<file path="src/rtl/ffha_pkg.sv">
package ffha_pkg;

    localparam int FIELD_W = 13;
    localparam int HDR_W   = 2 * FIELD_W + 1;

    localparam logic CMD_ALLOC = 1'b0;
    localparam logic CMD_FREE  = 1'b1;

    localparam logic STATUS_OK     = 1'b0;
    localparam logic STATUS_NO_FIT = 1'b1;

    typedef enum logic [3:0] {
        S_INIT,
        S_IDLE,
        S_PREP,
        S_WALK,
        S_CHK,
        S_FIT,
        S_SPLIT1,
        S_SPLIT2,
        S_NEXT,
        S_NEXT2,
        S_MRG,
        S_MRG2,
        S_FREE_CHK,
        S_FREE_RD
    } t_state;

    typedef enum logic {
        ALU_ADD,
        ALU_SUB
    } t_alu_op;

    typedef struct packed {
        logic [FIELD_W-1:0] size;
        logic [FIELD_W-1:0] cap;
        logic               res;
    } t_header;

endpackage

</file>
<file path="src/rtl/ffha_alu.sv">
module ffha_alu #(
    parameter int WIDTH = 18
) (
    input  ffha_pkg::t_alu_op i_op,
    input  logic [WIDTH-1:0]  i_a,
    input  logic [WIDTH-1:0]  i_b,
    output logic [WIDTH-1:0]  o_sum,
    output logic              o_borrow
);

    logic [WIDTH:0] full;

    always_comb begin
        unique case (i_op)
            ffha_pkg::ALU_ADD: full = {1'b0, i_a} + {1'b0, i_b};
            ffha_pkg::ALU_SUB: full = {1'b0, i_a} - {1'b0, i_b};
            default:           full = '0;
        endcase
    end

    assign o_sum    = full[WIDTH-1:0];
    assign o_borrow = (i_op == ffha_pkg::ALU_SUB) && full[WIDTH];

endmodule

</file>
<file path="config.mk">
export PLATFORM = sky130hd
export DESIGN_NAME = ffha_alu
export DESIGN_NICKNAME = d
export VERILOG_FILES = /design/src/rtl/ffha_pkg.sv /design/src/rtl/ffha_alu.sv
export SDC_FILE = /design/constraint.sdc
export NUM_CORES = 1
export LEC_CHECK = 0
export ABC_AREA = 1
export BUFFER_PORTS_ARGS = -buffer_cell sky130_fd_sc_hd__buf_2
export CAP_MARGIN = 20
export CORE_MARGIN = 4
export CORE_UTILIZATION = 45
export DETAILED_ROUTE_END_ITERATION = 10
export PLACE_DENSITY_LB_ADDON = 0.2
export SETUP_SLACK_MARGIN = 0.1
export SYNTH_ARGS = -nofsm -noshare
export SYNTH_HDL_FRONTEND = slang
export SYNTH_SLANG_ARGS = --single-unit
</file>
<file path="constraint.sdc">
create_clock -name vclk -period 3.6
set_clock_uncertainty 0.2 [all_clocks]
set_input_delay 0.54 -clock vclk [all_inputs]
set_output_delay 0.54 -clock vclk [all_outputs]
set_load 0.02 [all_outputs]
</file>
# ---- After elaboration in Yosys (flattened, before gate mapping)
# Index checks and enable logic that the tools add are counted.
dict set report word_totals {
  regBits 0
  latchBits 0
  ram_bits 0
  romBits 0
  in_bits 37
  output_inout_bits 19
  elab_cells 5
  memories 0
}
dict set report op_classes {
  addsub 2
  multipliers 0
  n_div 0
  n_lt_le_gt_ge 0
  n_eq_ne 0
  shift 0
  muxes 1
  bitwise_logic 1
  n_reduce_logical 1
}
# cell count
set op_table {}
lappend op_table {{one-hot mux 19 bit (2 select lines)} 1}
lappend op_table {{adder 18 x 18 -> 19 bit} 1}
lappend op_table {{subtractor 18 x 18 -> 19 bit} 1}
lappend op_table {{logical AND 1 bit} 1}
lappend op_table {{inverter 1 bit} 1}

# ---- Longest topological paths before layout
# Gate-level depths: netlist of the first run.
dict set report logic_depth {
  depth_word 3
  ltp_mapped 18
  depth_no_buf 18
}

# ---- Worst setup path before layout of the first run
# OpenSTA, ideal clock, no wires.
dict set report synth_timing {
  kind {input-to-output}
  start {input i_b[0]}
  end {output o_borrow}
  arrival_time_ns 2.571
  t_required_ns 2.860
  slack_ns 0.289
  path_stages 16
  n_path_buf 0
  path_cell_list {inv_1 ha_1 nand3_1 o21ai_2 o21ai_0 xnor2_1 ha_1 nand2_1 inv_1 nand2_1 nand2_1 inv_1 nor2_1 nor2_1 nand2_2 a21oi_1}
}
dict set report synth_via {
  elab_chain_len 3
  word_cells_on_any_way 4
  classes_between {2 x add/sub; 1 x mux; 1 x reduce/logical}
}
# item line_no
set synth_lines {}
lappend synth_lines {{start: declaration} ffha_alu.sv:6} ;# input logic [WIDTH-1:0] i_b,
lappend synth_lines {{subtractor 18 x 18 -> 19 bit / adder 18 x 18 -> 19 bit (equally long branches)} {ffha_alu.sv:16, ffha_alu.sv:15}}
lappend synth_lines {{one-hot mux 19 bit (2 select lines) (*)} ffha_alu.sv:14} ;# unique case (i_op)
lappend synth_lines {{logical AND 1 bit (*)} ffha_alu.sv:22} ;# assign o_borrow = (i_op == ffha_pkg::ALU_SUB) && full[WIDTH];
lappend synth_lines {{end: declaration} ffha_alu.sv:8} ;# output logic o_borrow
# Every way passes the cells marked *; elsewhere a longest branch is shown, timed or not.

# ---- Worst setup path in the final report of the first run
dict set report layout_timing {
  start {input i_b[0]}
  end {output o_sum[17]}
}
dict set report layout_via {
  elab_chain_len 2
  word_cells_on_any_way 3
  classes_between {2 x add/sub; 1 x mux}
}
# item line_no
set layout_lines {}
lappend layout_lines {{subtractor 18 x 18 -> 19 bit / adder 18 x 18 -> 19 bit (equally long branches)} {ffha_alu.sv:16, ffha_alu.sv:15}}
lappend layout_lines {{one-hot mux 19 bit (2 select lines) (*)} ffha_alu.sv:14}
lappend layout_lines {{end: declaration} ffha_alu.sv:7} ;# output logic [WIDTH-1:0] o_sum,
# Marked as above.

==> flow_summary.toml, run 1 <==
[synth]
post-synth-top-count-cell = "nand2_1"
synthTopCellsByArea = "nand2_1 (25%), ha_1 (15%), inv_1 (13%)"
ys_types = 25
syn_inst = 304
synth_area_sq_mm = 0.00156
synth-seq-area-share_pct = 0
syn-num-nets = 361
yosysTopAreaCellShare_pct = 24.6
yosysTopAreaCell = "nand2_1"
syn_area_per_cell_sq_um = 5.12
synth_warnings = 0
synth_common_cells = "nand2_1 (102), inv_1 (54), nor2_1 (32)"

[worst_setup_path]
critPathSlowestCell = "ha_1"
endpoint_kind = "primary output"
crit_fanout = 5
critPathLaunchType = "input pin"
path_common_cell = "nand2_1"
slowest_delay_ps = 390
required_ps = 2860
critical_path_class = "in -> out"
cp.arrival_ps = 2660
crit_chain = "buf_2 > inv_4 > ha_4 > nand3_4 > o21ai_4 > nand3_2 > xor2_1 > ha_1 > nand2_1 > nor2_2 > and2_1 > nand2_1 > nand2_1 > nand2_1 > nand2_1 > buf_2"

[layout]
area_delta_synth_final_pct = 36.1
final_util_pct = 63.5
seq_cell_count = 0
nFillCells = 358
final_cells = 414
nClkBuffers = 0
nets = 427
drive_gt1_share_pct = 30.2
final-seq-area_sq_um = 0
n_antenna_cell = 0

[detailed_routing]
wire_per_inst_um = 10.4
vias = 2000
drc = 0
drt_pass1_iterations = 5
drt_iter0_drc = 80
wl_um = 4320
drtAntennaViolNets = 0
viasPerCell = 4.83

[die]
rows = 21
initial_core_util_pct = 46.7
die_w_um = 66.8
ios = 56
core_area_sq_mm = 0.00334
die_h_um = 66.8
die_area_sq_mm = 0.00447

[place]
dp.cells = 405
place_congestion = 0.856
place_hpwl_um = 3620
dp_slack_ps = 13.8
portBuffers = 56

[run]
maxCapViolations = 0

[sta]
relSlewSlack_pct = 84.7
setup_slack_ps = 201
worstMarginPinSlew_ps = 227
timing.fmax_mhz = 294
rsz0062_at_grt = "true"
hold_viol = 0
period_minus_slack_ps = 3400
slew_violations = 0
fin_setup_tns_ps = 0
setup_viol = 0
period_share_pct = 94.4

[pwr]
clkPwrFrac_pct = 0
pwr-share-seq_pct = 0
vdd_drop_max_mv = 0.0949
swShare_pct = 61.7
power.leakage_nw = 1.22
finalPower_mw = 0.519
p_comb_share_pct = 100.0
p_per_area_mw_per_mm2 = 245
cell_internal_pwr_mw = 0.199
switching_power_mw = 0.320

[min_path]
hp-start = "i_a[0]"
whs_endpoint = "o_sum[0]"
min_path_type = "in -> out"
min_path_cells = 5

[global_routing]
grt_use_total_pct = 18.3
grt-ovfl-total = 0
grt_pass1_vias = 1668
antenna_found_initial = 0
grt_start_max_net_pins = 13
grt_pass1_wl_um = 6640

[clock_tree]
holdBufCountCts = 0

[outcome]
status = "finished, final reports clean"
[cell families after synthesis]
group / after synthesis / share of synthesized area [%]
compound gates: 32 / 10.9
buf+inv: 58 / 14.1
xor+xnor: 21 / 11.8
fa+ha+maj: 20 / 16.5
simple gates: 173 / 46.7
[metrics by stage]
step	area [sq um]	hold WS, ps
2_1_floorplan	1560	1060
3_3_place_gp	1890	1270
3_5_place_dp	1890	1270
4_1_cts	1950	1280
5_1_grt	2120	1350
6_report	2120	1310
[power by group through the flow]
stage	clock [mW]	combinational [mW]	sequential, mW
2_1_floorplan	0	0.332	0
5_1_grt	0	0.578	0
6_report	0	0.519	0
3_3_place_gp	0	0.458	0
3_5_place_dp	0	0.461	0
4_1_cts	0	0.476	0
[final cells by class]
class	instances	area (sq um)	share of cell area, %
Timing Repair Buffer	66	358	16.9
Inverter	56	216	10.2
Tap cell	46	57.6	2.72
Multi-Input combinational cell	246	1490	70.2
[timing repair]
action	4_1_cts	5_1_grt
setup buffers	3	6
resized for setup	10	35
setup endpoints to repair	7	12
pin swaps	4	13
hold endpoints to repair	0	0
[placed cells by master (no fill, tap or decap), types with 2 or more instances in the layout]
| cell | n |
|---|---|
| inv_1 | 51 |
| nor2_2 | 9 |
| nand3_1 | 24 |
| ha_1 | 13 |
| xnor2_1 | 5 |
| xor2_1 | 16 |
| nor2_1 | 25 |
| inv_2 | 2 |
| buf_4 | 11 |
| nand2_1 | 98 |
| a21oi_1 | 7 |
| a21oi_2 | 11 |
| ha_4 | 4 |
| o21ai_1 | 6 |
| nand2_2 | 8 |
| o21ai_0 | 5 |
| nand3_2 | 2 |
| ha_2 | 2 |
| buf_2 | 55 |
[per-layer routing]
layer | part of all wire [%] | routed length, um | global-route usage [%]
met5 | 0 | 0 | 0
met4 | 0 | 0 | 1.02
met3 | 5.9 | 255 | 0.843
met2 | 47 | 2020 | 31.8
met1 | 47 | 2040 | 25.9
[worst max path at each step]
stage | start | depth (start not counted) | endpoint
floorplan | i_b[0] | 16 | o_borrow
global placement | i_b[0] | 17 | o_sum[17]
detailed placement | i_b[0] | 17 | o_sum[17]
CTS | i_b[1] | 18 | o_borrow
global route | i_b[0] | 16 | o_sum[17]
finish | i_b[0] | 16 | o_sum[17]
[critical path: cells and delay by family]
kind / cells / cell delay [ps]
buf+inv: 3 / 360
fa+ha+maj: 2 / 550
compound gates: 1 / 170
simple gates: 9 / 880
xor+xnor: 1 / 170
Power figures use the tool's default switching activity.
==> run 2, diff against run 1 <==
--- a/config.mk
+++ b/config.mk
@@ -11,7 +11,7 @@
 export CORE_MARGIN = 4
 export CORE_UTILIZATION = 45
 export DETAILED_ROUTE_END_ITERATION = 10
-export PLACE_DENSITY_LB_ADDON = 0.2
+export PLACE_DENSITY_LB_ADDON = 0.25
 export SETUP_SLACK_MARGIN = 0.1
 export SYNTH_ARGS = -nofsm -noshare
 export SYNTH_HDL_FRONTEND = slang
==> constraint.sdc (replaced) <==
create_clock -name vclk -period 3.6
set_clock_uncertainty 0.2 [all_clocks]
set_input_delay 0.36 -clock vclk [all_inputs]
set_output_delay 0.36 -clock vclk [all_outputs]
set_load 0.02 [all_outputs]
==> run 2 against run 1 <==
Fmax rose by 6.6%. Die area unchanged. Utilization shrank 6.7 points.
==> flow_summary.toml, run 2 (synthesized netlist as in run 1, its figures left out) <==
[sta]
worstMarginPinSlew_ps = 361
setup_viol = 0
period_minus_slack_ps = 3190
timing.fmax_mhz = 314
rsz0062_at_grt = "false"
relSlewSlack_pct = 75.9
slew_violations = 0
hold_viol = 0
fin_setup_tns_ps = 0
period_share_pct = 88.6

[pwr]
power.leakage_nw = 1.18
p_comb_share_pct = 100.0
pwr-share-seq_pct = 0
switching_power_mw = 0.293
p_per_area_mw_per_mm2 = 242
swShare_pct = 63.9
clkPwrFrac_pct = 0
cell_internal_pwr_mw = 0.165
finalPower_mw = 0.458
vdd_drop_max_mv = 0.0982

[layout]
area_delta_synth_final_pct = 21.6
mostFrequentLayoutCell = "nand2_1"
final-seq-area_sq_um = 0
nClkBuffers = 0
drive_gt1_share_pct = 19.2
nets = 418
seq_cell_count = 0
n_antenna_cell = 0
layout_common_cells = "nand2_1 (102), buf_2 (56), inv_1 (54)"

[worst_setup_path]
startpoint = "i_b[0]"
cp.arrival_ps = 2630
critPathLaunchType = "input pin"
crit_fanout = 5
endpoint_kind = "primary output"
required_ps = 3040
critical_path_class = "in -> out"

[detailed_routing]
drtAntennaViolNets = 0
wl_um = 3930
wire_per_inst_um = 9.69
drc = 0
vias = 1940
drt_pass1_iterations = 4
viasPerCell = 4.79
drt_iter0_drc = 75

[place]
portBuffers = 56
place_hpwl_um = 3580
place_congestion = 0.881

[global_routing]
grt_pass1_vias = 1786
antenna_found_initial = 0
grt-ovfl-total = 0
grt_pass1_wl_um = 6920
grt_use_total_pct = 18.9
grt_start_max_net_pins = 13

[min_path]
min_path_type = "in -> out"
hp-start = "i_b[0]"

[die]
die_area_sq_mm = 0.00447
core_area_sq_mm = 0.00334
initial_core_util_pct = 46.7
ios = 56
die_h_um = 66.8
die_w_um = 66.8
rows = 21

[outcome]
status = "finished, final reports clean"

[run]
maxCapViolations = 0

[clock_tree]
cts_resized = 0
## run 2: layout make-up
class | count | area, sq um
tap | 46 | 57.6
timing repair buffer | 57 | 288
multi-input combinational | 246 | 1340
inverter | 56 | 210
fill | 400 | 1440
## run 2: path summary, 6_finish.rpt
kind	end	slack, ps	depth (start not counted)
hold / removal	o_sum[0]	910	4
setup / recovery	o_sum[15]	410	17
## run 2: worst max-delay path: stages
cell and delay [ps]:
buf_2 110, inv_1 100, ha_1 180, nand3_1 140
o21ai_2 170, buf_4 140, nand3_2 80, o21ai_1 130
nand2_1 70, ha_1 330, a21oi_1 210, o21ai_0 110
a21oi_1 170, nand2_1 80, nand2_1 60, nand2_1 40
buf_2 150
## run 2: repair_timing
action / in CTS / in global routing
setup endpoints to repair: 0 / 2
buffers inserted: 0 / 1
hold buffers: 0 / 0
endpoints found under the hold margin: 0 / 0
## run 2: per-layer routing
metal / part of all wire [%] / global-route usage [%] / routed length [um]
met1: 50 / 25.8 / 1980
met2: 45 / 34.3 / 1770
met5: 0 / 0 / 0
met4: 0.48 / 0.761 / 19
met3: 4.2 / 0.506 / 165
## run 2: per-stage QoR
step / cell area, sq um / hold WS [ps] / std cells / utilization, % / setup slack (ps)
finish: 1890 / 908 / 405 / 56.8 / 412
global route: 1890 / 942 / 405 / 56.8 / 143
floorplan: 1560 / 702 / 304 / - / 649
global placement: 1890 / 917 / 404 / 56.5 / 449
detailed placement: 1890 / 915 / 404 / 56.5 / 347
CTS: 1890 / 916 / 404 / 56.5 / 350
## run 2: power by group through the flow
stage               clock network (mW)  registers [mW]  logic [mW]
global placement                     0               0       0.456
global route                         0               0       0.518
finish                               0               0       0.458
CTS                                  0               0       0.460
floorplan                            0               0       0.332
detailed placement                   0               0       0.459
